===== src/hdl/aacb_pkg.sv =====
// Shared constants and types of the antialiased circle coverage blend.
`timescale 1ns / 1ps
`default_nettype none
package aacb_pkg;
   localparam int DEF_SUBSAMPLES = 6;
   localparam int DEF_MAX_RADIUS = 255;
   localparam int OFFSET_W = 10;
   localparam int RADIUS_W = 8;
   localparam int THICK_W = 8;
   localparam int COLOR_W = 32;
   localparam int CHAN_W = 8;
   localparam int RGB_W = 24;
   localparam int CSR_INDEX_W = 2;
   localparam int CSR_DATA_W = 32;

   typedef enum logic [CSR_INDEX_W-1:0] {
      CSR_RADIUS     = 2'd0,
      CSR_THICKNESS  = 2'd1,
      CSR_DRAW_COLOR = 2'd2,
      CSR_RING_MODE  = 2'd3
   } csr_index_type;

   typedef struct packed {
      logic ring_mode;
      logic active;
   } geom_ctrl_type;
endpackage
`default_nettype wire


===== src/hdl/aacb_cfg.sv =====
// Configuration registers and the derived squared radius bounds.
`timescale 1ns / 1ps
`default_nettype none
module aacb_cfg
   import aacb_pkg::*;
#(
   parameter int SUBSAMPLES_PER_AXIS = DEF_SUBSAMPLES,
   parameter int MAX_RADIUS = DEF_MAX_RADIUS
) (
   input  wire logic                   clock,
   input  wire logic                   reset,
   input  wire logic                   csr_write_enable,
   input  wire logic [CSR_INDEX_W-1:0] csr_index,
   input  wire logic [CSR_DATA_W-1:0]  csr_write_data,
   output geom_ctrl_type               ctrl,
   output logic [2*(RADIUS_W+$clog2(SUBSAMPLES_PER_AXIS+1))-1:0] ro2,
   output logic [2*(RADIUS_W+$clog2(SUBSAMPLES_PER_AXIS+1))-1:0] ri2,
   output logic [COLOR_W-1:0]          draw_color
);
   localparam int ROS_W = RADIUS_W + $clog2(SUBSAMPLES_PER_AXIS + 1);
   localparam int R2_W = 2 * ROS_W;
   localparam int RO_CAP = (MAX_RADIUS < 255) ? MAX_RADIUS : 255;
   localparam logic [RADIUS_W-1:0] RoCapV = RADIUS_W'(RO_CAP);
   localparam logic [ROS_W-1:0] SubV = ROS_W'(SUBSAMPLES_PER_AXIS);

   logic [RADIUS_W-1:0] radius_ff, radius_in;
   logic [THICK_W-1:0]  thickness_ff, thickness_in;
   logic [COLOR_W-1:0]  color_ff, color_in;
   logic                ring_ff, ring_in;

   logic [RADIUS_W-1:0] ro, ri;
   logic [RADIUS_W:0]   diff;
   logic [ROS_W-1:0]    ros_ff, ros_in, ris_ff, ris_in;
   logic [R2_W-1:0]     ro2_ff, ro2_in, ri2_ff, ri2_in;
   logic                act1_ff, act1_in, act2_ff;

   always_comb begin
      radius_in = radius_ff;
      thickness_in = thickness_ff;
      color_in = color_ff;
      ring_in = ring_ff;
      if (csr_write_enable) begin
         case (csr_index_type'(csr_index))
            CSR_RADIUS: begin
               radius_in = csr_write_data[RADIUS_W-1:0];
            end
            CSR_THICKNESS: begin
               thickness_in = csr_write_data[THICK_W-1:0];
            end
            CSR_DRAW_COLOR: begin
               color_in = csr_write_data[COLOR_W-1:0];
            end
            CSR_RING_MODE: begin
               ring_in = csr_write_data[0];
            end
            default: begin
               ring_in = ring_ff;
            end
         endcase
      end
   end

   always_comb begin
      ro = (radius_ff > RoCapV) ? RoCapV : radius_ff;
      diff = {1'b0, ro} - {1'b0, thickness_ff};
      ri = (diff[RADIUS_W] || diff == '0) ? RADIUS_W'(1) : diff[RADIUS_W-1:0];
      ros_in = ROS_W'(ro) * SubV;
      ris_in = ROS_W'(ri) * SubV;
      ro2_in = R2_W'(ros_ff) * R2_W'(ros_ff);
      ri2_in = R2_W'(ris_ff) * R2_W'(ris_ff);
      act1_in = (ro != '0);
   end

   always_ff @(posedge clock) begin
      if (reset) begin
         radius_ff <= '0;
         thickness_ff <= THICK_W'(1);
         color_ff <= '0;
         ring_ff <= 1'b0;
         ros_ff <= '0;
         ris_ff <= '0;
         ro2_ff <= '0;
         ri2_ff <= '0;
         act1_ff <= 1'b0;
         act2_ff <= 1'b0;
      end else begin
         radius_ff <= radius_in;
         thickness_ff <= thickness_in;
         color_ff <= color_in;
         ring_ff <= ring_in;
         ros_ff <= ros_in;
         ris_ff <= ris_in;
         ro2_ff <= ro2_in;
         ri2_ff <= ri2_in;
         act1_ff <= act1_in;
         act2_ff <= act1_ff;
      end
   end

   assign ctrl.ring_mode = ring_ff;
   assign ctrl.active = act2_ff;
   assign ro2 = ro2_ff;
   assign ri2 = ri2_ff;
   assign draw_color = color_ff;
endmodule
`default_nettype wire


===== config.mk =====
export PLATFORM = sky130hd
export DESIGN_NAME = aacb_cfg
export DESIGN_NICKNAME = d
export VERILOG_FILES = /design/src/hdl/aacb_pkg.sv /design/src/hdl/aacb_cfg.sv
export SDC_FILE = /design/constraint.sdc
export NUM_CORES = 1
export LEC_CHECK = 0
export BUFFER_PORTS_ARGS = -buffer_cell sky130_fd_sc_hd__buf_4
export CORE_ASPECT_RATIO = 1.2
export CORE_MARGIN = 3
export CORE_UTILIZATION = 40
export CTS_CLUSTER_SIZE = 14
export DETAILED_ROUTE_END_ITERATION = 8
export GPL_TIMING_DRIVEN = 0
export SYNTH_ARGS = -nofsm -noshare
export SYNTH_HDL_FRONTEND = slang
export SYNTH_SLANG_ARGS = --single-unit

===== constraint.sdc =====
create_clock -name clock -period 4.82 [get_ports clock]
set_input_delay 1.205 -clock clock [delete_from_list [all_inputs] [get_ports clock]]
set_output_delay 1.205 -clock clock [all_outputs]
set_load 0.005 [all_outputs]

==> results_dict.tcl <==
set metrics [dict create \
    diodes 0 \
    detailedPlace.worstSlack_ns -0.511 \
    whs_ns 0.449 \
    swShare 0.369 \
    syn_area_per_cell_um2 8.59 \
    period_needed_ns 4.77 \
    reg2reg_depth 18 \
    numCtsBuffers 9 \
    antenna_found_initial 0 \
    routabilityCongestion 0.824 \
    dpl.hpwl_um 18600 \
    synthesis.area_um2 10200 \
    htreeDepth 3 \
    synth_edf_count 0 \
    die_h_um 181 \
    ys_types 54 \
    setup_viol 0 \
    wl_um 24400 \
    cp_max_fo 6 \
    globalRoute.totalOverflow 0 \
    io_buffer_count 108 \
    max_freq_mhz 209 \
    cts_max_path_buffers 2 \
    rsz0062_at_grt "yes" \
    powerDensity_nw_per_um2 268 \
    netlist_instances 1188 \
    vdd_drop_max_v 0.000196 \
    total_power_mw 3.45 \
    maxSlewHeadroom 0.340 \
    vias 8207 \
    synth_top_flop_cell "dfxtp_1" \
    synthXorXnorAreaFrac 0.0369 \
    timing.rr.end "ri2[13]" \
    final.setup.worst_slack_ns 0.0458 \
    cellLeakagePower_nw 6.52 \
    core_um2 24900 \
    firstDrtPassIters 4 \
    drt_drc_violations_left 0 \
    maxCapViolCount 0 \
    area_growth_syn_to_layout_pct 26.1 \
    hold_end "act2_ff" \
    status "finished, final reports clean" \
    drt_iter0_markers 269 \
    tritoncts "done" \
    whs_path_depth 1 \
    reg2reg_setup_slack_ns 0.05 \
    synth.yosys.seq_area_share 0.214 \
    fin_util 0.516 \
    crit_path_end_kind "flip-flop" \
    cts.sinks 109 \
    worstReg2RegStart "ris_ff[4]" \
    grt_max_degree 19 \
    p_int_mw 2.18 \
    muxShareOfSynthArea 0.0196 \
    grt_pass1_wl_um 41100 \
    nNetsFinal 1631 \
    pwr-share-clk 0.233 \
    cts.clk_slew.worst_paths_ns 0.08 \
    hold_viol 0 \
    arrival_ns 5.03 \
    critPathRequiredTime_ns 5.07 \
    finalClockSkew_ns 0.00904 \
    synth.ff_latch_count 109 \
    crit_path_start_kind "flip-flop" \
    initial_core_util 0.410 \
    grt_pass1_vias 8663 \
    root_buffer "clkbuf_16" \
    clock_latency_ns 0.37 \
    maxSlewViolCount 0 \
    cts-hold-fix-buffers 0 \
    num_rows 63 \
    routedWlPerCell_um 14.5 \
    synth-compound-area-share 0.0978 \
    drive_gt1_frac 0.243 \
    detail-route-antenna-nets 0 \
    ys_async_sr_fraction 0 \
    yosys.area_share.simple 0.165 \
    nFillCells 2402 \
    synth_fa_ha_area_frac 0.367 \
    synth_top_family_by_area "adder cells" \
    min_period_over_period 0.990 \
    vias_per_cell 4.87 \
    grt_usage 0.184 \
    hold_start "act1_ff" \
    worstMarginPinSlew_ns 0.988 \
    yosys_warnings 0 \
    critPathKind "reg2reg" \
    die_area_um2 27500 \
    die_w_um 152 \
    pin_count 115 \
    power.switching_mw 1.27 \
    p_comb_frac 0.462 \
    hp-class "reg2reg" \
    power_frac_seq 0.304 \
]
## cell usage after synthesis (5+ instances only)
library cell | number | area share
mux2i_1 | 11 | 0.011
a21o_1 | 15 | 0.011
xnor2_1 | 23 | 0.020
clkbuf_1 | 40 | 0.015
and2_1 | 49 | 0.030
inv_1 | 212 | 0.078
ha_1 | 138 | 0.17
nor2_1 | 91 | 0.033
nor3_1 | 13 | 0.0064
mux2_2 | 8 | 0.0088
dfxtp_1 | 109 | 0.21
a21oi_1 | 77 | 0.038
fa_1 | 101 | 0.20
nand2_1 | 128 | 0.047
nand3_1 | 8 | 0.0039
nor2b_1 | 27 | 0.017
xor2_1 | 20 | 0.017
o21ai_0 | 21 | 0.010
or2_2 | 5 | 0.0031
a211oi_1 | 9 | 0.0066
nand4_1 | 5 | 0.0031
buf_4 | 8 | 0.0059
## area by class of cell
cell class,instances,area [um^2],area share
multi-input cells,823,7640,0.594
flip-flops and latches,109,2230,0.173
repair buffers,158,1200,0.0933
inverters,212,796,0.0619
well taps,325,407,0.0316
plain buffers,42,285,0.0222
clock buffers,10,239,0.0186
clock inverters,6,66.3,0.00516
## metal layers
layer  vias up  routed length (um)  track usage
li1       4093                   -            -
met1      3910               10800        0.237
met2       169               11800        0.313
met3        35                1340       0.0349
met4         0                 483       0.0496
met5         -                   0            0
## state kept, by name (all words and copies together), names as in the netlist
name          count
act1_ff           1
act2_ff           1
draw_color       32
radius_ff         8
ri2              19
ring_ff           1
ris_ff           10
ro2              19
ros_ff           10
thickness_ff      8
## worst max path at each step
| stage | start | endpoint | slack, ns | depth (start not counted) |
|---|---|---|---|---|
| detailed placement | ros_ff[2] | ro2[20] | -0.51 | 19 |
| global route | ris_ff[4] | ri2[21] | -0.16 | 18 |
| floorplan | ris_ff[2] | ri2[13] | -0.04 | 18 |
| global placement | ros_ff[4] | ro2[20] | -0.48 | 17 |
| finish | ris_ff[4] | ri2[13] | 0.05 | 18 |
| CTS | ris_ff[4] | ri2[21] | 0.003 | 17 |
## layout by cell type, fill, tap and decap left out, types with 10 or more instances in the layout
master,instances
o21ai_0,12
nor2_1,87
ha_4,15
dfxtp_1,89
inv_2,19
clkbuf_16,10
nand2_1,108
a21o_1,15
a21oi_1,67
inv_1,193
nor3_1,12
nor2b_1,27
ha_1,120
nand2_2,17
mux2i_1,11
buf_4,163
dfxtp_2,11
and2_1,42
xor2_1,20
xnor2_1,21
clkbuf_1,24
fa_1,101
## critical path, cell delays in order (launching register included)
cell	delay, ns
dfxtp_2	0.34
buf_8	0.12
and2_4	0.16
fa_1	0.45
fa_1	0.50
inv_2	0.04
fa_1	0.49
inv_1	0.05
fa_1	0.47
inv_1	0.05
fa_1	0.49
inv_2	0.05
ha_4	0.25
and2_4	0.15
a221oi_4	0.27
nand2_1	0.12
a21o_1	0.18
a21oi_2	0.15
mux2_2	0.35
## power by group through the flow
| stage | sequential (mW) | combinational (mW) | clock (mW) |
|---|---|---|---|
| 6_report | 1.05 | 1.59 | 0.803 |
| 5_1_grt | 1.06 | 1.82 | 0.860 |
| 4_1_cts | 1.03 | 1.56 | 0.831 |
| 3_5_place_dp | 1.05 | 1.34 | 0 |
| 3_3_place_gp | 1.05 | 1.32 | 0 |
| 2_1_floorplan | 1.04 | 1.00 | 0 |
## timing repair
item	CTS	global route
setup endpoints to repair	19	16
gates resized for setup	112	79
pin swaps	44	76
setup buffers	32	18
## through the flow
step                      instance area, um^2  setup TNS [ns]  instances
after floorplan                         10300         -0.0362       1193
after global placement                  11500           -5.17       1626
after detailed placement                11500           -5.63       1626
after CTS                               12500               0       1671
after global routing                    12900          -0.890       1685
final                                   12900               0       1685
## kinds of logic (layout without fill, tap and decap cells)
kind of cell	after synthesis	count (layout)
AO/OA/AOI/OAI	159	159
XOR/XNOR	43	43
adder cells (fa/ha/maj)	239	239
buffers and inverters	261	428
flip-flops	109	109
multiplexers	19	19
other	1	6
AND/OR/NAND/NOR	357	357
Note: power is estimated with default switching activity, not from simulation.
