### config.mk
export PLATFORM = sky130hd
export DESIGN_NAME = aacb_cover
export DESIGN_NICKNAME = d
export VERILOG_FILES = /design/src/hdl/aacb_pkg.sv /design/src/hdl/aacb_cover.sv
export SDC_FILE = /design/constraint.sdc
export NUM_CORES = 1
export LEC_CHECK = 0
export BUFFER_PORTS_ARGS = -buffer_cell sky130_fd_sc_hd__buf_2
export CORE_MARGIN = 3
export CORE_UTILIZATION = 37
export CTS_BUF_LIST = sky130_fd_sc_hd__clkbuf_8
export DETAILED_ROUTE_END_ITERATION = 7
export HOLD_SLACK_MARGIN = 0.15
export PLACE_DENSITY = 0.65
export SLEW_MARGIN = 20
export SYNTH_ARGS = -nofsm -noshare
export SYNTH_HDL_FRONTEND = slang
export SYNTH_SLANG_ARGS = --single-unit
### constraint.sdc
create_clock -name clock -period 8.35 [get_ports clock]
set_clock_uncertainty 0.05 [all_clocks]
set_input_delay 0.4175 -clock clock [delete_from_list [all_inputs] [get_ports clock]]
set_output_delay 0.4175 -clock clock [all_outputs]
set_load 0.005 [all_outputs]
### src/hdl/aacb_pkg.sv
// Shared constants and types of the antialiased circle coverage blend.
`timescale 1ns / 1ps
`default_nettype none
package aacb_pkg;
   localparam int DEF_SUBSAMPLES = 6;
   localparam int DEF_MAX_RADIUS = 255;
   localparam int OFFSET_W = 10;
   localparam int RADIUS_W = 8;
   localparam int THICK_W = 8;
   localparam int COLOR_W = 32;
   localparam int CHAN_W = 8;
   localparam int RGB_W = 24;
   localparam int CSR_INDEX_W = 2;
   localparam int CSR_DATA_W = 32;

   typedef enum logic [CSR_INDEX_W-1:0] {
      CSR_RADIUS     = 2'd0,
      CSR_THICKNESS  = 2'd1,
      CSR_DRAW_COLOR = 2'd2,
      CSR_RING_MODE  = 2'd3
   } csr_index_type;

   typedef struct packed {
      logic ring_mode;
      logic active;
   } geom_ctrl_type;
endpackage
`default_nettype wire

### src/hdl/aacb_cover.sv
// Coverage count: per-row popcount, then the row sum, two pipeline stages.
`timescale 1ns / 1ps
`default_nettype none
module aacb_cover
   import aacb_pkg::*;
#(
   parameter int SUBSAMPLES_PER_AXIS = DEF_SUBSAMPLES
) (
   input  wire logic                clock,
   input  wire logic                reset,
   input  wire logic                in_valid,
   output logic                     in_ready,
   input  wire logic [SUBSAMPLES_PER_AXIS*SUBSAMPLES_PER_AXIS-1:0] hits,
   input  wire logic [RGB_W-1:0]    in_background,
   output logic                     out_valid,
   input  wire logic                out_ready,
   output logic [$clog2(SUBSAMPLES_PER_AXIS*SUBSAMPLES_PER_AXIS+1)-1:0] cov,
   output logic [RGB_W-1:0]         out_background
);
   localparam int SUB = SUBSAMPLES_PER_AXIS;
   localparam int NST = 2;
   localparam int ROW_W = $clog2(SUB + 1);
   localparam int COV_W = $clog2(SUB * SUB + 1);

   logic [NST-1:0]   v_ff;
   logic [NST-1:0]   en;
   logic [ROW_W-1:0] row_ff [SUB], row_in [SUB];
   logic [COV_W-1:0] cov_ff, cov_in;
   logic [RGB_W-1:0] bg0_ff, bg1_ff;

   always_comb begin
      en[NST-1] = !v_ff[NST-1] || out_ready;
      for (int k = NST - 2; k >= 0; k--) begin
         en[k] = !v_ff[k] || en[k+1];
      end
   end

   always_comb begin
      for (int j = 0; j < SUB; j++) begin
         row_in[j] = '0;
         for (int i = 0; i < SUB; i++) begin
            row_in[j] = row_in[j] + ROW_W'(hits[j*SUB+i]);
         end
      end
      cov_in = '0;
      for (int j = 0; j < SUB; j++) begin
         cov_in = cov_in + COV_W'(row_ff[j]);
      end
   end

   always_ff @(posedge clock) begin
      if (reset) begin
         v_ff <= '0;
      end else begin
         if (en[0]) begin
            v_ff[0] <= in_valid;
         end
         if (en[1]) begin
            v_ff[1] <= v_ff[0];
         end
      end
   end

   always_ff @(posedge clock) begin
      if (en[0]) begin
         row_ff <= row_in;
         bg0_ff <= in_background;
      end
      if (en[1]) begin
         cov_ff <= cov_in;
         bg1_ff <= bg0_ff;
      end
   end

   assign in_ready = en[0];
   assign out_valid = v_ff[NST-1];
   assign cov = cov_ff;
   assign out_background = bg1_ff;
endmodule
`default_nettype wire

==> impl_metrics.env, run 1 <==
export IMPL_die_area_um2=9749
export IMPL_cts_reportedPaths_clkPinSlew_ps=70
export IMPL_vias=1650
export IMPL_worstRegToRegCells=11
export IMPL_hold_ws_ps=203.0
export IMPL_synthesis_instances=180
export IMPL_worstSetupPathType="reg -> reg"
export IMPL_rows=33
export IMPL_grt_pass1_vias=1670
export IMPL_cts_tree="built"
export IMPL_final_core_util=0.4830
export IMPL_slew_headroom=0.6330
export IMPL_drc=0
export IMPL_initialDrtViolationCount=37
export IMPL_antenna_found_initial=0
export IMPL_start_util=0.3834
export IMPL_syn_num_nets=283
export IMPL_cp_max_fo=2
export IMPL_cts_inserted_buffers=9
export IMPL_core_area_um2=8299
export IMPL_fin_crit_ps=3101
export IMPL_cap_violations=0
export IMPL_layout_area_seq_um2=2202
export IMPL_area_delta_synth_final_pct=25.99
export IMPL_grt_overflow=0
export IMPL_wl_per_cell_um=12.06
export IMPL_clk_latency_ps=340
export IMPL_worstMarginPinSlew_ps=550.5
export IMPL_fillers=735
export IMPL_hold_viol_final=0
export IMPL_die_y_um=98.74
export IMPL_synth_seq_cells=74
export IMPL_yosysWarnings=0
export IMPL_p_total_mw=1.144
export IMPL_h_tree_depth=3
export IMPL_yosys_area_top_type="edfxtp_1"
export IMPL_syn_avg_cell_area_um2=17.68
export IMPL_finalSetupViolCount=0
export IMPL_routabilityCongestion=0.7155
export IMPL_antenna_cells=0
export IMPL_fmax_mhz=322.4
export IMPL_drt_first_pass_iters=4
export IMPL_final_nets=391
export IMPL_peakVddDrop_mv=0.1458
export IMPL_die_w_um=98.74
export IMPL_cp_required_ps=8390
export IMPL_synth_seq_area_share=0.6921
export IMPL_io_buffers=95
export IMPL_cts_buffer_depth=2
export IMPL_drt_wl_total_mm=4.801
export IMPL_cts_sinks=74
export IMPL_postCtsHoldBufs=0
export IMPL_drive_above_1_share=0.3823
export IMPL_ctsResizeCount=0
export IMPL_tns_ps=0
export IMPL_avgViaCountPerCell=4.146
export IMPL_status="finished clean"
export IMPL_fin_crit_sh=0.3714
export IMPL_worstHoldPathCells=1
export IMPL_synth_area_top_cells="edfxtp_1 68%, fa_1 19%, inv_1 7.1%"
export IMPL_multi_input_area_um2=754.5
export IMPL_clockRootBuffer="clkbuf_8"
export IMPL_rsz0062_at_grt="false"
export IMPL_syn_area_um2=3182
export IMPL_critPathArrivalTime_ps=3140
export IMPL_dp_hpwl_mm=3.702
export IMPL_postCtsSetupBuffers=0
export IMPL_power_density_nw_per_um2=285.4
export IMPL_synth_cell_types=10
export IMPL_grt_pass1_wl_mm=7.790
export IMPL_detail_route_antenna_nets=0
export IMPL_grt_max_degree=45
export IMPL_cp_end_kind="register"
export IMPL_io_pins=96
export IMPL_p_leak_nw=1.874
export IMPL_finalWorstSetupSlack_ps=5249
export IMPL_hp_class="in -> reg"
export IMPL_dpl_worst_slack_ps=5217
export IMPL_synth_top_area_frac=0.6795
export IMPL_grtUsageTotal=0.1061
export IMPL_start_kind="register"
export IMPL_slew_viol_final=0
## cell usage after synthesis (all sizes together)
| master | instances |
|---|---|
| ha | 9 |
| nand3b | 1 |
| nor2 | 1 |
| edfxtp | 72 |
| nand2b | 1 |
| xor2 | 1 |
| a21oi | 3 |
| inv | 60 |
| dfxtp | 2 |
| fa | 30 |
## layout by cell type, fill, tap and decap left out
cell,count
dfxtp_1,2
inv_1,61
nor2_1,1
a21oi_1,3
clkinv_4,3
clkbuf_8,10
edfxtp_1,72
nand2b_1,1
ha_1,9
bufinv_16,1
buf_2,95
fa_1,30
xor2_1,1
clkinvlp_4,1
nand3b_1,1
buf_4,2
## sequential cells by signal (all words and copies together), names as in the netlist
register and cells:
row_ff 18, bg0_ff 24, out_background 24, v_ff 2
cov 6
## path summary, 6_finish.rpt
check | start | slack (ps) | endpoint
max | row_ff[2]$_DFFE_PP_ | 5250 | cov[4]$_DFFE_PP_
min | in_background[21] | 200 | bg0_ff[21]$_DFFE_PP_
max reg2reg | row_ff[2]$_DFFE_PP_ | 5250 | cov[4]$_DFFE_PP_
min reg2reg | bg0_ff[5]$_DFFE_PP_ | 370 | out_background[5]$_DFFE_PP_
## stage by stage
step	cells	cell area, um^2
floorplan	180	3182
finish	398	4009
CTS	398	4009
global route	398	4009
detailed placement	382	3804
global placement	382	3804
## logic make-up after synthesis
logic type                 after synthesis  synth area share
buffers and inverters                   60           0.07078
AOI/OAI and AO/OA                        3          0.004717
xor gates and xnor gates                 1          0.002753
and+or+nand+nor                          3          0.005506
adders and majority gates               39            0.2241
DFF                                     74            0.6921
## layout make-up
type                            instances  area share
Tap cell                              105     0.03277
Inverter                               60     0.05618
Sequential cell                        74      0.5493
Multi-Input combinational cell         46      0.1882
Timing Repair Buffer                   97      0.1223
Clock inverter                          6     0.01685
Clock buffer                           10     0.03433
## where the power goes
part | total, mW | internal [mW] | switching (mW)
clock network | 0.275 | 0.147 | 0.128
logic | 0.349 | 0.158 | 0.191
registers | 0.520 | 0.504 | 0.0161
## routing by layer
| layer | GRT usage | share of wire |
|---|---|---|
| met5 | 0 | 0 |
| met4 | 0.04412 | 0.010 |
| met3 | 0.04812 | 0.099 |
| met2 | 0.1648 | 0.48 |
| met1 | 0.1292 | 0.41 |
## critical path: stages (launching register included)
cell and delay, ps:
edfxtp_1 320, inv_1 60, fa_1 540, inv_1 60, fa_1 520, inv_1 50, fa_1 460, inv_1 70
ha_1 160, inv_1 50, fa_1 370, xor2_1 150
No activity file was read; power rests on OpenSTA's default activity.
==> run 2, diff against run 1 <==
- ABC_AREA: unset -> 1
- PLACE_DENSITY: 0.65 -> 0.67
- clock period: 8.35 -> 2.6 ns (I/O delays scaled with it)
==> impl_metrics.env, run 2 <==
export IMPL_grt_pass1_vias=1895
export IMPL_grt_max_degree=32
export IMPL_cts_tree="built"
export IMPL_cts_buffer_depth=2
export IMPL_crit_chain="inv_2 -> fa_1 -> inv_2 -> fa_1 -> inv_1 -> fa_2 -> inv_2 -> ha_4 -> inv_2 -> fa_2 -> inv_2"
export IMPL_drive_above_1_share=0.3761
export IMPL_final_cell_mix="95 x buf_2, 72 x edfxtp_1, 57 x inv_1"
export IMPL_reg2reg_slack_ps=-420
export IMPL_grt_overflow=0
export IMPL_fmax_mhz=331.2
export IMPL_final_core_util=0.5328
export IMPL_start_util=0.3838
export IMPL_antenna_cells=0
export IMPL_cp_end_kind="register"
export IMPL_die_area_um2=9758
export IMPL_synth_area_top_cells="edfxtp_1 68%, fa_1 19%, inv_1 7.2%"
export IMPL_antenna_found_initial=0
export IMPL_final_common_cell="buf_2"
export IMPL_worstReg2RegEnd="cov[3]$_DFFE_PP_"
export IMPL_avgViaCountPerCell=4.164
export IMPL_p_leak_nw=2.045
export IMPL_cp_max_fo=2
export IMPL_cap_violations=0
export IMPL_timing_rr_start="row_ff[5]$_DFFE_PP_"
export IMPL_syn_avg_cell_area_um2=17.60
export IMPL_initialDrtViolationCount=19
export IMPL_wl_per_cell_um=11.84
export IMPL_synth_seq_cells=74
export IMPL_crit_top_cell="inv_2"
export IMPL_status="finished with violations"
export IMPL_h_tree_depth=3
export IMPL_violations="setup timing"
export IMPL_power_density_nw_per_um2=973.6
export IMPL_hold_start="hits[33]"
export IMPL_synth_edf_count=72
export IMPL_dp_hpwl_mm=3.813
export IMPL_fin_crit_ps=3019
export IMPL_start_kind="register"
export IMPL_worstMarginPinSlew_ps=497.2
export IMPL_async_flop_share=0
export IMPL_drc=0
export IMPL_fin_crit_sh=1.161
export IMPL_finalWorstSetupSlack_ps=-418.9
export IMPL_syn_area_um2=3186
export IMPL_synthesis_instances=181
export IMPL_finalSetupViolCount=3
export IMPL_synth_cell_types=10
export IMPL_tns_ps=-1006
export IMPL_worstRegToRegCells=11
export IMPL_cp_required_ps=2650
export IMPL_final_nets=425
export IMPL_hp_class="in -> reg"
export IMPL_synth_seq_area_share=0.6913
export IMPL_dpl_cell_count=383
export IMPL_critPathBufInv=6
export IMPL_routabilityCongestion=0.7502
export IMPL_crit_family="adder cells"
export IMPL_yosys_area_top_type="edfxtp_1"
export IMPL_io_buffers=95
export IMPL_worstHoldPathCells=3
export IMPL_slew_headroom=0.6681
export IMPL_grt_pass1_wl_mm=8.542
export IMPL_grtUsageTotal=0.1140
export IMPL_yosysWarnings=0
export IMPL_rsz0062_at_grt="true"
export IMPL_critPathArrivalTime_ps=3070
export IMPL_peakVddDrop_mv=0.5236
export IMPL_ys_top_cells_by_count="72 x edfxtp_1, 61 x inv_1, 30 x fa_1"
export IMPL_hold_viol_final=0
export IMPL_syn_num_nets=284
export IMPL_clk_latency_ps=340
export IMPL_final_cells=432
export IMPL_worstSetupPathType="reg -> reg"
export IMPL_io_pins=96
export IMPL_detail_route_antenna_nets=0
export IMPL_drt_wl_total_mm=5.115
export IMPL_cts_inserted_buffers=9
export IMPL_yosysMostFrequentCell="edfxtp_1"
export IMPL_die_y_um=98.79
export IMPL_synth_top_area_frac=0.6787
export IMPL_clockRootBuffer="clkbuf_8"
export IMPL_p_total_mw=4.305
export IMPL_slew_viol_final=0
export IMPL_core_area_um2=8299
export IMPL_cpPeakStageDelay_ps=540
export IMPL_area_delta_synth_final_pct=38.81
export IMPL_slowest_stage="fa_1"
export IMPL_rows=33
export IMPL_vias=1799
export IMPL_hold_end="row_ff[1]$_DFFE_PP_"
export IMPL_cts_sinks=74
export IMPL_die_w_um=98.79
export IMPL_drt_first_pass_iters=4
export IMPL_dpl_worst_slack_ps=-439.7
export IMPL_ys_flop_type="edfxtp_1"
export IMPL_cts_reportedPaths_clkPinSlew_ps=70
==> run 2: changes by cell type in the layout (fill, tap and decap cells not counted), moves of 2 or more <==
cell,delta
inv_2,+5
bufinv_16,+3
inv_1,-4
clkinv_4,-2
fa_2,+2
fa_1,-2
dlygate4sd3_1,+32
==> run 2: logic make-up (layout without fill, tap and decap cells) <==
group | Yosys count | count (layout) | synth area share
flops | 74 | 74 | 0.6913
compound gates | 3 | 3 | 0.004712
xor+xnor | 1 | 1 | 0.002750
buf+inv | 61 | 207 | 0.07188
fa+ha+maj | 39 | 39 | 0.2239
simple gates | 3 | 3 | 0.005497
==> run 2: where the power goes <==
group,internal (mW),switching (mW)
registers,1.62,0.0529
logic,0.732,0.752
clock network,0.736,0.411
==> run 2: area by class of cell <==
type                    count  area, um^2
inverters                  61       229.0
repair buffers            130       818.3
flip-flops and latches     74        2202
fillers                   713        3877
clock inverters             7       141.4
well taps                 105       131.4
clock buffers               9       123.9
multi-input cells          46       775.7
==> run 2: routing by layer <==
metal	part of all wire	wire, um	global-route usage	up-vias
li1	-	-	-	855
met1	0.42	2159	0.1408	862
met2	0.48	2436	0.1834	77
met3	0.089	454	0.04388	5
met4	0.013	65	0.04097	0
met5	0	0	0	-
==> run 2: worst max-delay path by stage <==
| stage | from | endpoint | slack [ps] | cells after the start |
|---|---|---|---|---|
| 2_1_floorplan | row_ff[2]$_DFFE_PP_ | cov[3]$_DFFE_PP_ | -370 | 11 |
| 3_3_place_gp | row_ff[2]$_DFFE_PP_ | cov[3]$_DFFE_PP_ | -380 | 11 |
| 3_5_place_dp | row_ff[2]$_DFFE_PP_ | cov[3]$_DFFE_PP_ | -440 | 11 |
| 4_1_cts | row_ff[2]$_DFFE_PP_ | cov[3]$_DFFE_PP_ | -410 | 11 |
| 5_1_grt | row_ff[5]$_DFFE_PP_ | cov[3]$_DFFE_PP_ | -520 | 11 |
| 6_report | row_ff[5]$_DFFE_PP_ | cov[3]$_DFFE_PP_ | -420 | 11 |
==> run 2: worst reg2reg max path, cell delays in order (launching register included) <==
cell and delay (ps):
edfxtp_1 340, inv_2 40, fa_1 540, inv_2 40
fa_1 520, inv_1 50, fa_2 410, inv_2 90
ha_4 140, inv_2 30, fa_2 520, inv_2 30
==> run 2: repair_timing <==
item | CTS | global route
hold buffers | 32 | 0
setup buffers | 0 | 1
setup endpoints to repair | 4 | 4
pin swaps | 1 | 1
hold endpoints to repair | 32 | 0
gates resized for setup | 2 | 4
==> run 2: metrics by stage <==
step / hold slack (ps) / area [um^2]
floorplan: 149.1 / 3193
global placement: 251.7 / 3815
detailed placement: 258.7 / 3815
CTS: 282.0 / 4410
global route: 302.9 / 4422
finish: 298.6 / 4422
==> run 3, diff against run 2 <==
--- a/config.mk
+++ b/config.mk
@@ -10,3 +10,3 @@
 export CORE_MARGIN = 3
-export CORE_UTILIZATION = 37
+export CORE_UTILIZATION = 35
 export CTS_BUF_LIST = sky130_fd_sc_hd__clkbuf_8
@@ -14,3 +14,3 @@
 export HOLD_SLACK_MARGIN = 0.15
-export PLACE_DENSITY = 0.67
+export PLACE_DENSITY = 0.64
 export SLEW_MARGIN = 20
--- a/constraint.sdc
+++ b/constraint.sdc
@@ -4,2 +4,2 @@
 set_output_delay 0.13 -clock clock [all_outputs]
-set_load 0.005 [all_outputs]
+set_load 0.05 [all_outputs]
==> impl_metrics.env, run 3 (synthesis gave the netlist of run 2 again) <==
export IMPL_hold_ws_ps=296.0
export IMPL_worstSetupPathType="reg -> reg"
export IMPL_initialDrtViolationCount=42
export IMPL_finalSetupViolCount=3
export IMPL_grt_pass1_vias=1850
export IMPL_grt_max_degree=32
export IMPL_power_density_nw_per_um2=990.8
export IMPL_postCtsSetupBuffers=0
export IMPL_clk_latency_ps=330
export IMPL_cts_buffer_depth=2
export IMPL_dr_wl_met2_mm=2.428
export IMPL_power_share_clock=0.240
export IMPL_start_kind="register"
export IMPL_p_seq_frac=0.385
export IMPL_fillers=745
export IMPL_core_area_um2=8763
export IMPL_internal_power_mw=2.930
export IMPL_io_pins=96
export IMPL_slew_headroom=0.5816
export IMPL_area_delta_synth_final_pct=37.90
export IMPL_grtUsageTotal=0.1048
export IMPL_final_cell_mix="95 x buf_2, 72 x edfxtp_1, 55 x inv_1"
export IMPL_rsz0062_at_grt="true"
export IMPL_hold_start="hits[27]"
export IMPL_final_cells=434
export IMPL_rows=34
export IMPL_io_buffers=95
export IMPL_antenna_found_initial=0
export IMPL_cp_required_ps=2650
export IMPL_wirelength_met1_mm=2.052
export IMPL_drt_first_pass_iters=4
export IMPL_vias=1769
export IMPL_grt_overflow=0
export IMPL_avgViaCountPerCell=4.076
export IMPL_wl_met3_um=463
export IMPL_start_util=0.3635
export IMPL_status="finished with violations"
export IMPL_cts_sinks=74
export IMPL_final_nets=424
export IMPL_final_core_util=0.5013
export IMPL_hold_viol_final=0
export IMPL_p_leak_nw=2.021
export IMPL_clockRootBuffer="clkbuf_8"
export IMPL_fin_crit_sh=1.161
export IMPL_die_w_um=101.4
export IMPL_grt_pass1_wl_mm=8.086
export IMPL_cts_tree="built"
export IMPL_die_y_um=101.4
export IMPL_wl_per_cell_um=11.52
export IMPL_violations="setup timing"
export IMPL_final_common_cell="buf_2"
export IMPL_fin_crit_ps=3019
export IMPL_drc=0
export IMPL_antenna_cells=0
export IMPL_fmax_mhz=331.2
export IMPL_cts_reportedPaths_clkPinSlew_ps=70
export IMPL_slew_viol_final=0
export IMPL_die_area_um2=10280
export IMPL_cp_end_kind="register"
export IMPL_drive_above_1_share=0.3773
export IMPL_worstMarginPinSlew_ps=626.8
export IMPL_critPathArrivalTime_ps=3070
export IMPL_cp_startpoint="row_ff[2]$_DFFE_PP_"
export IMPL_cap_violations=0
export IMPL_finalWorstSetupSlack_ps=-419.0
export IMPL_dpl_cell_count=386
export IMPL_cp_max_fo=2
export IMPL_comb_power_share=0.376
export IMPL_detail_route_antenna_nets=0
export IMPL_cts_inserted_buffers=9
export IMPL_top_layer="met4"
export IMPL_switching_power_mw=1.422
export IMPL_dp_hpwl_mm=3.775
export IMPL_drt_wl_total_mm=5.000
export IMPL_peakVddDrop_mv=0.5169
export IMPL_timing_rr_start="row_ff[2]$_DFFE_PP_"
export IMPL_h_tree_depth=3
export IMPL_swShare=0.3267
export IMPL_routabilityCongestion=0.7155
export IMPL_hp_class="in -> reg"
[run 3: cell count changes in the layout (fill, tap and decap cells not counted), sizes merged]
cell,change
buf,-1
bufinv,-1
clkinv,+1
[run 3: what timing repair did]
item	in CTS	in global routing
setup endpoints to repair	4	4
hold endpoints to repair	32	0
pin swaps	2	3
cloned	0	0
hold buffers	32	0
resized for setup	4	4
[run 3: cell type report]
| type | count | area (um^2) | share of cell area |
|---|---|---|---|
| Clock buffer | 9 | 123.9 | 0.02820 |
| Clock inverter | 7 | 115.1 | 0.02620 |
| Inverter | 61 | 229.0 | 0.05212 |
| Multi-Input combinational cell | 46 | 777.0 | 0.1769 |
| Sequential cell | 74 | 2202 | 0.5013 |
| Tap cell | 108 | 135.1 | 0.03076 |
| Timing Repair Buffer | 129 | 810.8 | 0.1846 |
[run 3: power by group through the flow]
stage          Combinational [mW]  Sequential [mW]  Clock (mW)
2_1_floorplan               0.821             1.96           0
3_3_place_gp                 1.41             1.70           0
3_5_place_dp                 1.46             1.70           0
4_1_cts                      1.62             1.68        1.09
5_1_grt                      1.91             1.69        1.14
6_report                     1.64             1.67        1.04
[run 3: critical path: stages (launching register included)]
cell and delay [ps]:
edfxtp_1 340, inv_2 40, fa_1 540, inv_2 40
fa_1 530, inv_1 50, fa_2 410, inv_2 80
ha_4 130, inv_2 30, fa_2 520, inv_2 30
[run 3: path summary, 6_finish.rpt]
check	to	slack, ps	cells past startpoint
worst max-delay path	cov[3]$_DFFE_PP_	-420	11
worst min-delay path	row_ff[4]$_DFFE_PP_	300	3
worst max register to register	cov[3]$_DFFE_PP_	-420	11
worst min register to register	out_background[2]$_DFFE_PP_	370	0
[run 3: metal layers]
| metal | GRT usage | up-vias |
|---|---|---|
| met1 | 0.1245 | 832 |
| met2 | 0.1751 | 78 |
| met4 | 0.03374 | 0 |
| met3 | 0.04132 | 6 |
| li1 | - | 853 |
| met5 | 0 | - |
[run 3: through the flow]
stage	TNS [ps]	power [mW]	worst slack, ps	area [um^2]
after floorplan	-710.9	2.781	-366.8	3193
after global placement	-820.7	3.104	-394.4	3819
after detailed placement	-1026	3.164	-458.4	3819
after CTS	-883.8	4.383	-416.3	4388
after global routing	-1144	4.750	-482.3	4393
final	-903.0	4.352	-419.0	4393
