<file path="src/hdl/aacb_pkg.sv">
// Shared constants and types of the antialiased circle coverage blend.
`timescale 1ns / 1ps
`default_nettype none
package aacb_pkg;
   localparam int DEF_SUBSAMPLES = 6;
   localparam int DEF_MAX_RADIUS = 255;
   localparam int OFFSET_W = 10;
   localparam int RADIUS_W = 8;
   localparam int THICK_W = 8;
   localparam int COLOR_W = 32;
   localparam int CHAN_W = 8;
   localparam int RGB_W = 24;
   localparam int CSR_INDEX_W = 2;
   localparam int CSR_DATA_W = 32;

   typedef enum logic [CSR_INDEX_W-1:0] {
      CSR_RADIUS     = 2'd0,
      CSR_THICKNESS  = 2'd1,
      CSR_DRAW_COLOR = 2'd2,
      CSR_RING_MODE  = 2'd3
   } csr_index_type;

   typedef struct packed {
      logic ring_mode;
      logic active;
   } geom_ctrl_type;
endpackage
`default_nettype wire

</file>
<file path="src/hdl/aacb_blend.sv">
// Per-channel blend by coverage with reciprocal division, output register last.
`timescale 1ns / 1ps
`default_nettype none
module aacb_blend
   import aacb_pkg::*;
#(
   parameter int SUBSAMPLES_PER_AXIS = DEF_SUBSAMPLES
) (
   input  wire logic                clock,
   input  wire logic                reset,
   input  wire logic                in_valid,
   output logic                     in_ready,
   input  wire logic [$clog2(SUBSAMPLES_PER_AXIS*SUBSAMPLES_PER_AXIS+1)-1:0] cov,
   input  wire logic [RGB_W-1:0]    in_background,
   input  wire logic [COLOR_W-1:0]  draw_color,
   output logic                     out_valid,
   input  wire logic                out_ready,
   output logic                     write_enable,
   output logic [COLOR_W-1:0]       pixel_out
);
   localparam int SUB = SUBSAMPLES_PER_AXIS;
   localparam int NST = 3;
   localparam int NSUB = SUB * SUB;
   localparam int COV_W = $clog2(NSUB + 1);
   localparam int NCH = RGB_W / CHAN_W;
   localparam int NUM_W = $clog2(((1 << CHAN_W) - 1) * NSUB + 1);
   localparam int SHIFT = NUM_W;
   localparam int RCP_W = SHIFT + 1;
   localparam int PRD_W = NUM_W + RCP_W;
   localparam int RECIP = (2 ** SHIFT) / NSUB;
   localparam logic [COV_W-1:0] NCov = COV_W'(NSUB);
   localparam logic [NUM_W-1:0] NNum = NUM_W'(NSUB);
   localparam logic [PRD_W-1:0] RecipV = PRD_W'(RECIP);

   logic [NST-1:0] v_ff;
   logic [NST-1:0] en;

   logic [NUM_W-1:0]  num0_ff [NCH], num0_in [NCH], num1_ff [NCH];
   logic [CHAN_W-1:0] q_ff [NCH], q_in [NCH];
   logic              full0_ff, full1_ff, empty0_ff, empty1_ff;
   logic              we_ff, we_in;
   logic [COLOR_W-1:0] pix_ff, pix_in;

   always_comb begin
      en[NST-1] = !v_ff[NST-1] || out_ready;
      for (int k = NST - 2; k >= 0; k--) begin
         en[k] = !v_ff[k] || en[k+1];
      end
   end

   always_comb begin
      logic [COV_W-1:0]  inv;
      logic [PRD_W-1:0]  prod;
      logic [NUM_W-1:0]  rem;
      logic [CHAN_W-1:0] q;
      logic [RGB_W-1:0]  rgb;
      inv = NCov - cov;
      for (int c = 0; c < NCH; c++) begin
         num0_in[c] = NUM_W'(draw_color[c*CHAN_W +: CHAN_W]) * NUM_W'(cov) +
                      NUM_W'(in_background[c*CHAN_W +: CHAN_W]) * NUM_W'(inv);
      end
      for (int c = 0; c < NCH; c++) begin
         prod = PRD_W'(num0_ff[c]) * RecipV;
         q_in[c] = prod[SHIFT +: CHAN_W];
      end
      rgb = '0;
      for (int c = 0; c < NCH; c++) begin
         rem = num1_ff[c] - NUM_W'(q_ff[c]) * NNum;
         q = q_ff[c] + CHAN_W'(rem >= NNum);
         rgb[c*CHAN_W +: CHAN_W] = q;
      end
      we_in = !empty1_ff;
      if (empty1_ff) begin
         pix_in = '0;
      end else if (full1_ff) begin
         pix_in = draw_color;
      end else begin
         pix_in = COLOR_W'(rgb);
      end
   end

   always_ff @(posedge clock) begin
      if (reset) begin
         v_ff <= '0;
      end else begin
         if (en[0]) begin
            v_ff[0] <= in_valid;
         end
         for (int k = 1; k < NST; k++) begin
            if (en[k]) begin
               v_ff[k] <= v_ff[k-1];
            end
         end
      end
   end

   always_ff @(posedge clock) begin
      if (en[0]) begin
         num0_ff <= num0_in;
         full0_ff <= (cov == NCov);
         empty0_ff <= (cov == '0);
      end
      if (en[1]) begin
         q_ff <= q_in;
         num1_ff <= num0_ff;
         full1_ff <= full0_ff;
         empty1_ff <= empty0_ff;
      end
      if (en[2]) begin
         we_ff <= we_in;
         pix_ff <= pix_in;
      end
   end

   assign in_ready = en[0];
   assign out_valid = v_ff[NST-1];
   assign write_enable = we_ff;
   assign pixel_out = pix_ff;
endmodule
`default_nettype wire

</file>
<file path="config.mk">
export PLATFORM = sky130hd
export DESIGN_NAME = aacb_blend
export DESIGN_NICKNAME = d
export VERILOG_FILES = /design/src/hdl/aacb_pkg.sv /design/src/hdl/aacb_blend.sv
export SDC_FILE = /design/constraint.sdc
export NUM_CORES = 1
export LEC_CHECK = 0
export ABC_AREA = 1
export BUFFER_PORTS_ARGS = -buffer_cell sky130_fd_sc_hd__buf_2
export CORE_MARGIN = 2
export CORE_UTILIZATION = 35
export DETAILED_ROUTE_END_ITERATION = 10
export GPL_ROUTABILITY_DRIVEN = 0
export GPL_TIMING_DRIVEN = 0
export PLACE_DENSITY = 0.51
export SLEW_MARGIN = 20
export SYNTH_ARGS = -nofsm -noshare
export SYNTH_HDL_FRONTEND = slang
export SYNTH_SLANG_ARGS = --single-unit
export TNS_END_PERCENT = 5
</file>
<file path="constraint.sdc">
create_clock -name clock -period 7.45 [get_ports clock]
set_input_delay 1.49 -clock clock [delete_from_list [all_inputs] [get_ports clock]]
set_output_delay 1.49 -clock clock [all_outputs]
set_load 0.01 [all_outputs]
</file>
==> results by stage, run 1 <==
Status:
- The flow ran to the end, and the final reports show no timing, DRC or antenna violations.

Timing:
- The peak clock frequency supported by timing is 147 MHz.
- The slack of the critical path is 627 ps.
- The part of the cycle the worst path needs is 0.916.
- Subtracting the final worst setup slack from the clock period gives 6820 ps.
- In this run the tightest slew margin relative to its limit is 0.383.
- The final number of max-transition violations is 0.
- The number of endpoints with negative hold slack in the final report was 0.
- The final setup TNS is 0 ps.
- Across the routed clock network, the largest skew measured is 12.2 ps.
- At the pin with the least slew margin, the transition time is 925 ps.
- Setup repair after global routing left no endpoint under its margin.
- The total setup violations reported at the end of the flow is 0.

Yosys:
- The most area-hungry cell type in the Yosys netlist is sky130_fd_sc_hd__fa_1.
- The number of different library cells used by synthesis comes to 45.
- The area share of the leading cell type in the synthesized netlist is 0.260.
- The synthesized flop and latch total is 142.
- The proportion of synthesized flip-flops having asynchronous set or reset is 0.
- The most common cell in the netlist is sky130_fd_sc_hd__inv_1.
- The netlist area before placement is 23100 µm².
- During synthesis, Yosys emitted a total of 0 warnings.
- The count of flip-flops with a built-in enable after synthesis is 139.
- The post-synthesis instance total is 2758.
- The mean instance size in the synthesized netlist is 8.37 µm².
- The commonest cells after synthesis are sky130_fd_sc_hd__inv_1, sky130_fd_sc_hd__nand2_1, sky130_fd_sc_hd__ha_1.
- Among all flip-flop cells after synthesis, the most frequent one is sky130_fd_sc_hd__edfxtp_1.
- The sequential area share after synthesis is 0.184.
- Ranked by total cell area, the synthesized netlist is headed by sky130_fd_sc_hd__fa_1, sky130_fd_sc_hd__ha_1, sky130_fd_sc_hd__edfxtp_1.
- The post-synth net total is 3458.

Detailed routing:
- The detail-routed net length per standard cell is 15.7 µm.
- For this run, the detailed router's first-pass iteration total came to 8.
- Across all layers, the routed design uses 17800 vias.
- The count of nets left with antenna violations once routing finished came out at 0.
- After the first detailed-routing iteration, the DRC count stood at 1035.
- The total wire length is 59000 µm.
- The via density per instance is 4.73.
- In the routed design, unresolved DRC markers number 0.

Global routing:
- After global routing the overflow that remains totals 0.
- The pin count of the biggest net entering global routing is 47.
- The number of antenna violations at the first check in global routing came to 4.
- The global-route wire length before repair is 95400 µm.
- The number of global-route vias before repair is 18300.
- Across every metal layer, demand over resource in global routing totals 0.182.

Worst hold path:
- In this run the most critical hold path is launched from full0_ff.
- The cell depth of the worst min-delay path is 0.
- The kind of path behind the tightest hold check is flip-flop to flip-flop.

Floorplanning:
- The floorplan row count is 94.
- The die area is 68000 µm².
- The core footprint is 65500 µm².
- During I/O placement, the number of pins put on the boundary was 101.
- For this configuration, the core starts out at a cell density of 0.352.
- The die boundary height is 261 µm.
- Measured along the x axis, the die boundary spans 261 µm.

Setup path:
- Data on the critical path is required at its endpoint by 7660 ps.
- In this run the critical register-to-register path is launched from q_ff[9].
- Among all stages on the critical path, the largest delay is contributed by sky130_fd_sc_hd__buf_1.
- For flop-to-flop paths, the worst setup slack is 2630 ps.
- The kind of start point of the critical path is an input pin.
- Traced cell by cell, the critical path runs through buf_2 > clkbuf_1 > buf_1 > nand2_1 > fa_1 > inv_1 > fa_1 > inv_1 > fa_1 > fa_1 > fa_1 > inv_1 > ha_1 > a21oi_1 > o21ai_0 > a21oi_1 > o21ai_0 > xor2_1.
- The setup path with the least slack is of type input pin to flip-flop.
- The delay of the slowest critical-path stage is 690 ps.
- For the worst flop-to-flop path, the logic depth is 25.
- The critical path capture point type is a flip-flop.
- For the worst setup path, the data arrival time is 7030 ps.
- The start point of the critical path is cov[4].
- The cell that appears most often on the critical path is sky130_fd_sc_hd__fa_1.
- In this run the worst path has a maximum fanout of 10.

Finish:
- The post-route standard cell area excluding fillers is 25300 µm².
- The fraction of final layout cells with drive strength greater than 1 is 0.0602.
- The area growth from synthesis to layout is 9.54%.
- The number of nets in the final layout is 3575.
- For this run, the share of the core covered by cells in the final layout is 0.386.

Clock network:
- The number of buffers created by CTS is 17.
- The total of hold buffers inserted after clock tree synthesis is 0.
- The H-tree depth reported by CTS is 4.
- The clock sink count is 142.
- The clock latency on the worst-skew pair is 470 ps.
- The total setup buffers inserted after CTS is 0.
- The tree is rooted in a sky130_fd_sc_hd__clkbuf_16.
- The longest clock path from root to sink contains 2 buffers.
- The post-cts sizing count is 0.
- The clock tree from TritonCTS is built.
- After clock tree synthesis, the clock-pin slew on the worst setup and hold paths is 70 ps.

Placed design:
- The post-detailed-placement cell area is 24700 µm².
- The half-perimeter wire length after detailed placement is 51100 µm.
- The pre-CTS setup slack is 153 ps.
- The port buffer count is 96.

Flow run:
- Across the run, the number of max-cap violations was 0.
==> layout by cell type (no fill, tap or decap), types with 6 or more instances in the layout <==
cell,netlist,layout
sky130_fd_sc_hd__clkbuf_16,0,17
sky130_fd_sc_hd__fa_1,300,300
sky130_fd_sc_hd__o21ai_0,43,43
sky130_fd_sc_hd__a21o_1,13,13
sky130_fd_sc_hd__nand2_1,630,628
sky130_fd_sc_hd__nor2_1,186,186
sky130_fd_sc_hd__nor2_2,21,21
sky130_fd_sc_hd__clkbuf_1,22,22
sky130_fd_sc_hd__a31oi_1,7,7
sky130_fd_sc_hd__xnor2_1,35,35
sky130_fd_sc_hd__ha_1,334,334
sky130_fd_sc_hd__buf_2,4,100
sky130_fd_sc_hd__nor3_1,16,16
sky130_fd_sc_hd__xor2_1,50,50
sky130_fd_sc_hd__nand3b_1,7,7
sky130_fd_sc_hd__a21oi_1,103,103
sky130_fd_sc_hd__edfxtp_1,139,139
sky130_fd_sc_hd__inv_1,638,637
sky130_fd_sc_hd__nand3_1,125,125
sky130_fd_sc_hd__o2111ai_1,6,6
sky130_fd_sc_hd__nand4_1,22,22
sky130_fd_sc_hd__o21bai_1,9,9
==> sequential cells by signal, summed over array words and instances, names as in the netlist <==
register      flops
empty1_ff         1
pixel_out        32
num0_ff          42
full1_ff          1
v_ff              3
num1_ff          36
q_ff             24
write_enable      1
full0_ff          1
empty0_ff         1
==> final timing paths <==
kind / end
setup reg to reg: pixel_out[14]
hold reg to reg: full1_ff
setup / recovery: num0_ff[38]
hold / removal: full1_ff
==> critical path: cells and delay by family <==
kind	cells	cell delay [ps]
adders and majority gates	6	2950
buffers and inverters	6	1560
AOI/OAI and AO/OA	4	680
xor gates and xnor gates	1	180
and+or+nand+nor	1	170
==> area by class of cell <==
type                    count  area [µm²]
clock inverters            15         153
well taps                 864        1080
multi-input cells        1936       16300
repair buffers             98         528
plain buffers              37         183
inverters                 643        2420
flip-flops and latches    142        4230
clock buffers              17         425
fillers                  6775       40200
diodes                      1        2.50
==> layer usage <==
metal  track usage  vias to the layer above  wire length [µm]
met5             0                        -                 0
met4        0.0538                        0              1130
met2         0.300                      403             27200
li1              -                     8804                 -
met3        0.0255                       60              2990
met1         0.248                     8493             27700
==> cells by family (layout without fill, tap and decap cells) <==
kind of cell / Yosys count / in the layout / synth area share
buffers and inverters: 680 / 810 / 0.113
AND/OR/NAND/NOR: 1015 / 1015 / 0.180
XOR/XNOR: 85 / 85 / 0.0323
other: 0 / 1 / 0
adder cells (fa/ha/maj): 634 / 634 / 0.441
flip-flops: 142 / 142 / 0.184
AO/OA/AOI/OAI: 202 / 202 / 0.0508
==> through the flow <==
| step | std cells | hold slack, ps |
|---|---|---|
| global route | 3753 | 428 |
| CTS | 3752 | 424 |
| finish | 3753 | 424 |
| global placement | 3718 | 406 |
| detailed placement | 3720 | 409 |
| floorplan | 2758 | 400 |
Power of run 1 is left out: the tool's default activity adds up to more than one toggle a clock period on the data nets, which glitch-free logic cannot reach.
==> run 2: changes to the inputs <==
--- a/config.mk
+++ b/config.mk
@@ -9,9 +9,11 @@
 export BUFFER_PORTS_ARGS = -buffer_cell sky130_fd_sc_hd__buf_2
 export CORE_MARGIN = 2
 export CORE_UTILIZATION = 35
+export CTS_CLUSTER_DIAMETER = 100
 export DETAILED_ROUTE_END_ITERATION = 10
 export GPL_ROUTABILITY_DRIVEN = 0
 export GPL_TIMING_DRIVEN = 0
+export MAX_ROUTING_LAYER = met4
 export PLACE_DENSITY = 0.51
 export SLEW_MARGIN = 20
 export SYNTH_ARGS = -nofsm -noshare
==> run 2 against run 1 <==
Effect of this change:
- worst hold slack lost 1.6 ps
- count of clock-buffer cells in the layout unchanged
- via count barely moved
- die area is the same
- sequential share of layout area unchanged
- first-iteration DRC count increased by 3.2%
- utilization did not move
- design area stayed put
==> results by stage, run 2 (synthesis results as in run 1) <==
Status:
- The run finished with clean final reports.

Clock network:
- CTS built an H-tree with a depth of 4.
- In this run, post-CTS hold repair placed 0 buffers.
- The post-cts sizing count is 0.
- After clock tree synthesis, the clock-pin slew on the worst setup and hold paths is 70 ps.
- The root buffer cell chosen for the clock tree is sky130_fd_sc_hd__clkbuf_16.
- The clock sink count is 142.
- The clock tree from TritonCTS is built.
- The number of buffers on the longest clock path is 2.
- The clock latency on the worst-skew pair is 480 ps.
- Once the clock tree was built, the setup fixing pass inserted 0 buffers.
- TritonCTS created 17 clock buffers.

Finish:
- In the final layout, the share of cells above drive strength 1 is 0.0602.
- The number of flip-flops in the largest register is 42.
- After the flow finishes, the layout carries non-filler instances totaling 3753.
- The library cells used most frequently in the layout, excluding fill and tap cells, are sky130_fd_sc_hd__inv_1, sky130_fd_sc_hd__nand2_1, sky130_fd_sc_hd__ha_1, sky130_fd_sc_hd__fa_1, sky130_fd_sc_hd__nor2_1.
- The most common cell after layout, fill and taps aside is sky130_fd_sc_hd__inv_1.
- The number of nets in the final layout is 3575.
- The register with the highest flop count is num0_ff.
- The filler cell count is 6775.
- The post-synthesis to final-layout area growth is 9.54%.

Timing:
- The peak clock frequency supported by timing is 146 MHz.
- The worst pin sits at a relative slew slack of 0.384.
- The final number of max-transition violations was 0.
- The number of endpoints with negative hold slack in the final report came to 0.
- The measured slew at the worst slew-check pin is 925 ps.
- The post-layout minimum cycle time is 6830 ps.
- Setup repair after global routing left no endpoint under its margin.
- The part of the cycle the worst path needs is 0.917.
- Setup violations remaining at the end of the flow were counted as 0.
- The final setup TNS is 0 ps.
- The worst-case clock skew is 12.8 ps.

Global routing:
- The number of antenna violations at the first check in global routing is 4.
- Across every metal layer, demand over resource in global routing totals 0.188.
- The pin count of the biggest net entering global routing is 47.
- Global routing finished with a remaining overflow of 0.
- The number of global-route vias before repair is 18300.
- The first global-routing pass estimated 95400 µm of wire.

Worst hold path:
- The worst hold path passes through 0 cells.
- The kind of path behind the tightest hold check is flip-flop to flip-flop.

Setup path:
- By startpoint and endpoint, the worst setup path is classified as input pin to flip-flop.
- For the worst setup path, the data required time is 7660 ps.
- The length in cells of the worst reg-to-reg path is 25.
- The cell repeated most along the worst path is sky130_fd_sc_hd__fa_1.
- The delay of the slowest critical-path stage is 710 ps.
- The worst setup path is launched from an input pin.
- Data on the critical path arrives at its endpoint at 7050 ps.
- The worst setup path is captured at a flip-flop.
- The critical path goes through buf_2 > clkbuf_1 > buf_1 > nand2_1 > fa_1 > inv_1 > fa_1 > inv_1 > fa_1 > fa_1 > fa_1 > inv_1 > ha_1 > a21oi_1 > o21ai_0 > a21oi_1 > o21ai_0 > xor2_1.
- For this design, the slowest cell found on the critical path is sky130_fd_sc_hd__buf_1.
- The maximum fanout count along the critical path is 10.

Detailed routing:
- For this run, design rule violations remaining after detail routing come to 0.
- The initial DRC count is 1068.
- The routed layout has 17800 vias.
- The detailed-routing iteration count for the pre-antenna-repair pass is 6.
- The post-route antenna net violation count is 0.
- The detail-routed net length per standard cell is 15.7 µm.
- Dividing the detail-routed via count by the number of cells gives 4.73.
- The final layout contains routed wiring with a total length of 59000 µm.

Placed design:
- The placed instance count is 3720.
- The port buffer count is 96.
- The half-perimeter wire length after detailed placement is 51100 µm.

Floorplanning:
- The floorplan step set the die width to 261 µm.
- The starting utilization of the core area is 0.352.
- The number of top-level pins is 101.
- The die area is 68000 µm².
- The core region is 65500 µm².
- In this run the vertical extent of the chip is 261 µm.
- In this run the core area contains 94 standard-cell rows.

Flow run:
- The max-cap violation count is 0.
[run 2: cell counts in the layout (fill, tap and decap cells not counted)]
Identical to the previous run, type by type.
[run 2: critical path: cells and delay by family]
kind	cells	cell delay [ps]
adder cells (fa/ha/maj)	6	2950
AND/OR/NAND/NOR	1	170
buffers and inverters	6	1570
AO/OA/AOI/OAI	4	690
XOR/XNOR	1	180
[run 2: final timing paths]
path / slack (ps) / from / to
min: 420 / full0_ff / full1_ff
min reg2reg: 420 / full0_ff / full1_ff
max reg2reg: 2650 / q_ff[9] / pixel_out[14]
max: 620 / cov[4] / num0_ff[38]
[run 2: routing by layer]
layer,global-route usage,up-vias,part of all wire
met2,0.300,391,0.46
met1,0.249,8507,0.47
met3,0.0268,65,0.048
met5,-,-,0
met4,0.0510,0,0.019
li1,-,8807,-
[run 2: through the flow]
stage                     worst slack, ps  area, µm²  hold WS (ps)   util
after floorplan                       979      23100           400      -
after global placement                211      24600           406  0.376
after detailed placement              153      24700           409  0.377
after CTS                             665      25300           424  0.386
after global routing                  405      25300           428  0.386
final                                 618      25300           422  0.386
[run 2: cell type report]
type                    instances  area (µm²)  area share
flip-flops and latches        142        4230       0.168
multi-input cells            1936       16300       0.643
repair buffers                 98         528      0.0209
clock inverters                15         153     0.00604
clock buffers                  17         425      0.0168
well taps                     864        1080      0.0428
diodes                          1        2.50   0.0000990
plain buffers                  37         183     0.00723
inverters                     643        2420      0.0956
Power of run 2 is left out for the same reason.
==> run 3: changes to the inputs <==
--- a/config.mk
+++ b/config.mk
@@ -5,7 +5,6 @@
 export SDC_FILE = /design/constraint.sdc
 export NUM_CORES = 1
 export LEC_CHECK = 0
-export ABC_AREA = 1
 export BUFFER_PORTS_ARGS = -buffer_cell sky130_fd_sc_hd__buf_2
 export CORE_MARGIN = 2
 export CORE_UTILIZATION = 35
==> run 3 against run 2 <==
Effect of this change:
- setup slack got worse by 380 ps
- via count decreased by 16%
- area after synthesis decreased by 6.2%
- critical endpoint is now num0_ff[40]
- cell count is 18% lower
- critical path depth rose by 6
- count of clock-buffer cells in the layout is 1 higher
- global-route usage shrank 0.82 points
- register-to-register slack got worse by 550 ps
==> results by stage, run 3 <==
Global routing:
- The total congestion overflow after global routing is 0.
- The global routing stage identified its most utilized layer as met2.
- The number of antenna violations at the first check in global routing is 3.
- In the global route stage, overall resource usage came out at 0.180.
- The met2 track demand over resource is 0.276.
- For met3 alone, demand over resource in global routing was 0.0285.
- The number of global-route vias before repair is 15600.
- Entering global routing, the biggest net connects 46 pins.
- The first global-routing pass estimated 85200 µm of wire.
- In the global route stage, met1 resource usage came out at 0.250.

Flow run:
- The max-cap violation count is 0.

Yosys:
- For this run, the register share of the synthesized area comes to 0.196.
- Ranked by instance count, the synthesized netlist is headed by sky130_fd_sc_hd__inv_1, sky130_fd_sc_hd__ha_1, sky130_fd_sc_hd__fa_1.
- In this run the mean area of a mapped cell was 10.1 µm².
- The largest total area in the synthesized netlist belongs to sky130_fd_sc_hd__fa_1.
- The post-synthesis instance total is 2134.
- The Yosys step of the flow raised 0 warnings.
- The post-synth net total is 2834.
- Of all flip-flops after synthesis, the portion carrying an async set or reset was 0.
- The mapped netlist covers 21600 µm².
- The number of different library cells used by synthesis comes to 64.
- The area share of the leading cell type in the synthesized netlist is 0.277.
- The most common flop cell mapped by yosys is sky130_fd_sc_hd__edfxtp_1.
- The synthesized flop and latch total is 142.
- In this run, synthesis inferred 139 flip-flops with an integrated enable.
- The most common cell in the netlist is sky130_fd_sc_hd__inv_1.
- By area the synthesized netlist is led by sky130_fd_sc_hd__fa_1, sky130_fd_sc_hd__ha_1, sky130_fd_sc_hd__edfxtp_1.

Finish:
- Relative to the synthesized area, the layout overhead comes to 10.3%.
- The filler cell count is 6011.
- The library cells used most frequently in the layout, excluding fill and tap cells, are sky130_fd_sc_hd__inv_1, sky130_fd_sc_hd__ha_1, sky130_fd_sc_hd__fa_1, sky130_fd_sc_hd__and2_1, sky130_fd_sc_hd__nand2_1.
- The number of nets in the final layout is 2953.
- The fraction of final layout cells with drive strength greater than 1 is 0.0746.
- For this run, the number of standard cells in the final layout without fillers is 3059.
- The library cell used most frequently in the layout, excluding fill and tap cells, is sky130_fd_sc_hd__inv_1.
- The register with the most flip-flops in the layout has 42 of them.
- num0_ff holds more flip-flops than any other register.

Floorplanning:
- The core region is 61400 µm².
- The die boundary height is 253 µm.
- The overall die width is 253 µm.
- For this configuration, the core starts out at a cell density of 0.353.
- The number of top-level pins is 101.
- The die area is 63900 µm².
- The floorplan row count is 91.

Clock network:
- Counting along the longest clock path gives a buffer depth of 2.
- The H-tree generated during clock tree synthesis spans 4 levels.
- The later pin in the worst-skew pair is clocked with a latency of 470 ps.
- The total of hold buffers inserted after clock tree synthesis is 0.
- The register clock-pin slew on the reported worst setup and hold paths is 60 ps.
- Clock tree synthesis found a total of 142 sinks.
- The root buffer cell is sky130_fd_sc_hd__clkbuf_16.
- TritonCTS built the clock tree.
- The number of buffers created by CTS is 17.

Setup path:
- The minimum setup slack among reg-to-reg paths is 2100 ps.
- Along the worst path, the maximum fanout reaches 10.
- The worst setup path is captured at a flip-flop.
- The length in cells of the worst reg-to-reg path is 24.
- The critical-path cell with the highest stage delay is sky130_fd_sc_hd__fa_1.
- In this design, the critical path's most frequently occurring cell is sky130_fd_sc_hd__fa_1.
- Data arrives at the worst endpoint at 7450 ps.
- The most critical setup path has its startpoint at cov[0].
- The kind of start point of the critical path is an input pin.
- The required time of the critical path is 7690 ps.
- The delay of the slowest critical-path stage is 540 ps.
- The kind of cell adding the most delay to the critical path is adder cells.
- The number of buffers and inverters on the critical path is 8.
- The worst setup path endpoint is num0_ff[40].
- The critical path goes through buf_2 > clkbuf_8 > clkbuf_8 > inv_1 > ha_1 > inv_1 > a21oi_2 > xnor2_2 > buf_4 > buf_6 > nand2_1 > fa_1 > fa_1 > fa_1 > fa_1 > fa_1 > inv_1 > ha_1 > a21oi_2 > o21bai_1 > a2111oi_4 > o31ai_1 > a21oi_1 > xnor2_1.
- The worst setup path is of the input pin to flip-flop kind.
- The critical path crosses 24 cells after its start point.
- The end of the worst register-to-register path is pixel_out[15].
- The startpoint identified for the worst register-to-register timing path is q_ff[9].

Worst hold path:
- The kind of path behind the tightest hold check is flip-flop to flip-flop.
- The startpoint identified for the worst hold timing path is empty0_ff.

Timing:
- The remaining max-slew budget at the tightest pin is 0.388.
- At the pin with the least slew margin, the transition time is 918 ps.
- The part of the cycle the worst path needs is 0.968.
- The final number of max-transition violations is 0.
- The number of endpoints with negative hold slack in the final report is 0.
- The post-layout minimum cycle time is 7210 ps.
- The worst-case clock skew is 9.31 ps.
- The peak clock frequency supported by timing is 139 MHz.
- Setup violations remaining at the end of the flow were counted as 0.
- Setup repair after global routing could not meet its margin everywhere.

Detailed routing:
- The detail route stage leaves a number of antenna-violating nets equal to 0.
- The detailed-route via count is 15000.
- The number of remaining DRC errors is 0.
- The via density per instance is 4.89.
- The first detailed-routing pass took 5 iterations.
- The total wire length is 52900 µm.
- The detail-routed net length per standard cell is 17.3 µm.
- In this run, the number of DRC markers left after iteration 0 of detailed routing was 654.

Placed design:
- Detailed placement ended at an HPWL of 45300 µm.
- Input and output buffers added on the ports amount to 97.
- In this run, placement finished with an instance count of 3022.

Status:
- The run finished with clean final reports.
run 3: cell types whose count changed after synthesis, sizes merged, moves of 22 or more:
| cell | previous run | this run |
|---|---|---|
| nand3 | 125 | 31 |
| nor2 | 207 | 108 |
| inv | 642 | 371 |
| nor2b | 0 | 57 |
| nand2b | 0 | 22 |
| xnor2 | 35 | 72 |
| nand2 | 631 | 141 |
| and2 | 2 | 148 |
run 3: cell families (layout without fill, tap and decap cells):
logic type               count (synthesis)  count (layout)  synth area share
adder cells (fa/ha/maj)                634             634             0.470
AND/OR/NAND/NOR                        573             573             0.136
buffers and inverters                  411             543            0.0716
AO/OA/AOI/OAI                          252             252            0.0758
flip-flops                             142             142             0.196
XOR/XNOR                               112             112            0.0460
multiplexers                            10              10           0.00462
other                                    0               3                 0
run 3: metal layers:
metal | vias up | share of wire
met3 | 33 | 0.038
met2 | 247 | 0.45
li1 | 7231 | -
met5 | - | 0
met1 | 7446 | 0.50
met4 | 0 | 0.013
run 3: worst min-delay path by stage:
stage	to	slack [ps]	cells after the start
detailed placement	empty1_ff	410	0
floorplan	empty1_ff	400	0
global placement	full1_ff	400	0
finish	empty1_ff	420	0
CTS	empty1_ff	430	0
global route	full1_ff	440	0
run 3: area by class of cell:
type,count,area (µm²),area share
antenna,3,7.51,0.000315
buffer,39,198,0.00828
clock buffer,18,429,0.0180
clock inverter,14,133,0.00556
inverter,371,1400,0.0584
multi-input combinational,1581,16000,0.668
sequential,142,4230,0.177
tap,790,988,0.0414
timing repair buffer,101,531,0.0222
run 3: metrics by stage:
stage | setup TNS [ps] | util | cell area (µm²) | hold WS, ps | setup WS, ps
2_1_floorplan | 0 | - | 21600 | 400 | 128
3_3_place_gp | -27340 | 0.377 | 23100 | 404 | -1790
3_5_place_dp | -28990 | 0.377 | 23200 | 410 | -1850
6_report | 0 | 0.389 | 23900 | 424 | 242
5_1_grt | -124 | 0.389 | 23900 | 438 | -62.8
4_1_cts | 0 | 0.387 | 23800 | 425 | 1.60
run 3: what timing repair did:
action	in CTS	in global routing
buffers inserted	2	1
pin swaps	1	1
setup endpoints to repair	25	9
cloned	0	0
gates resized for setup	18	27
Power of run 3 is left out for the same reason.
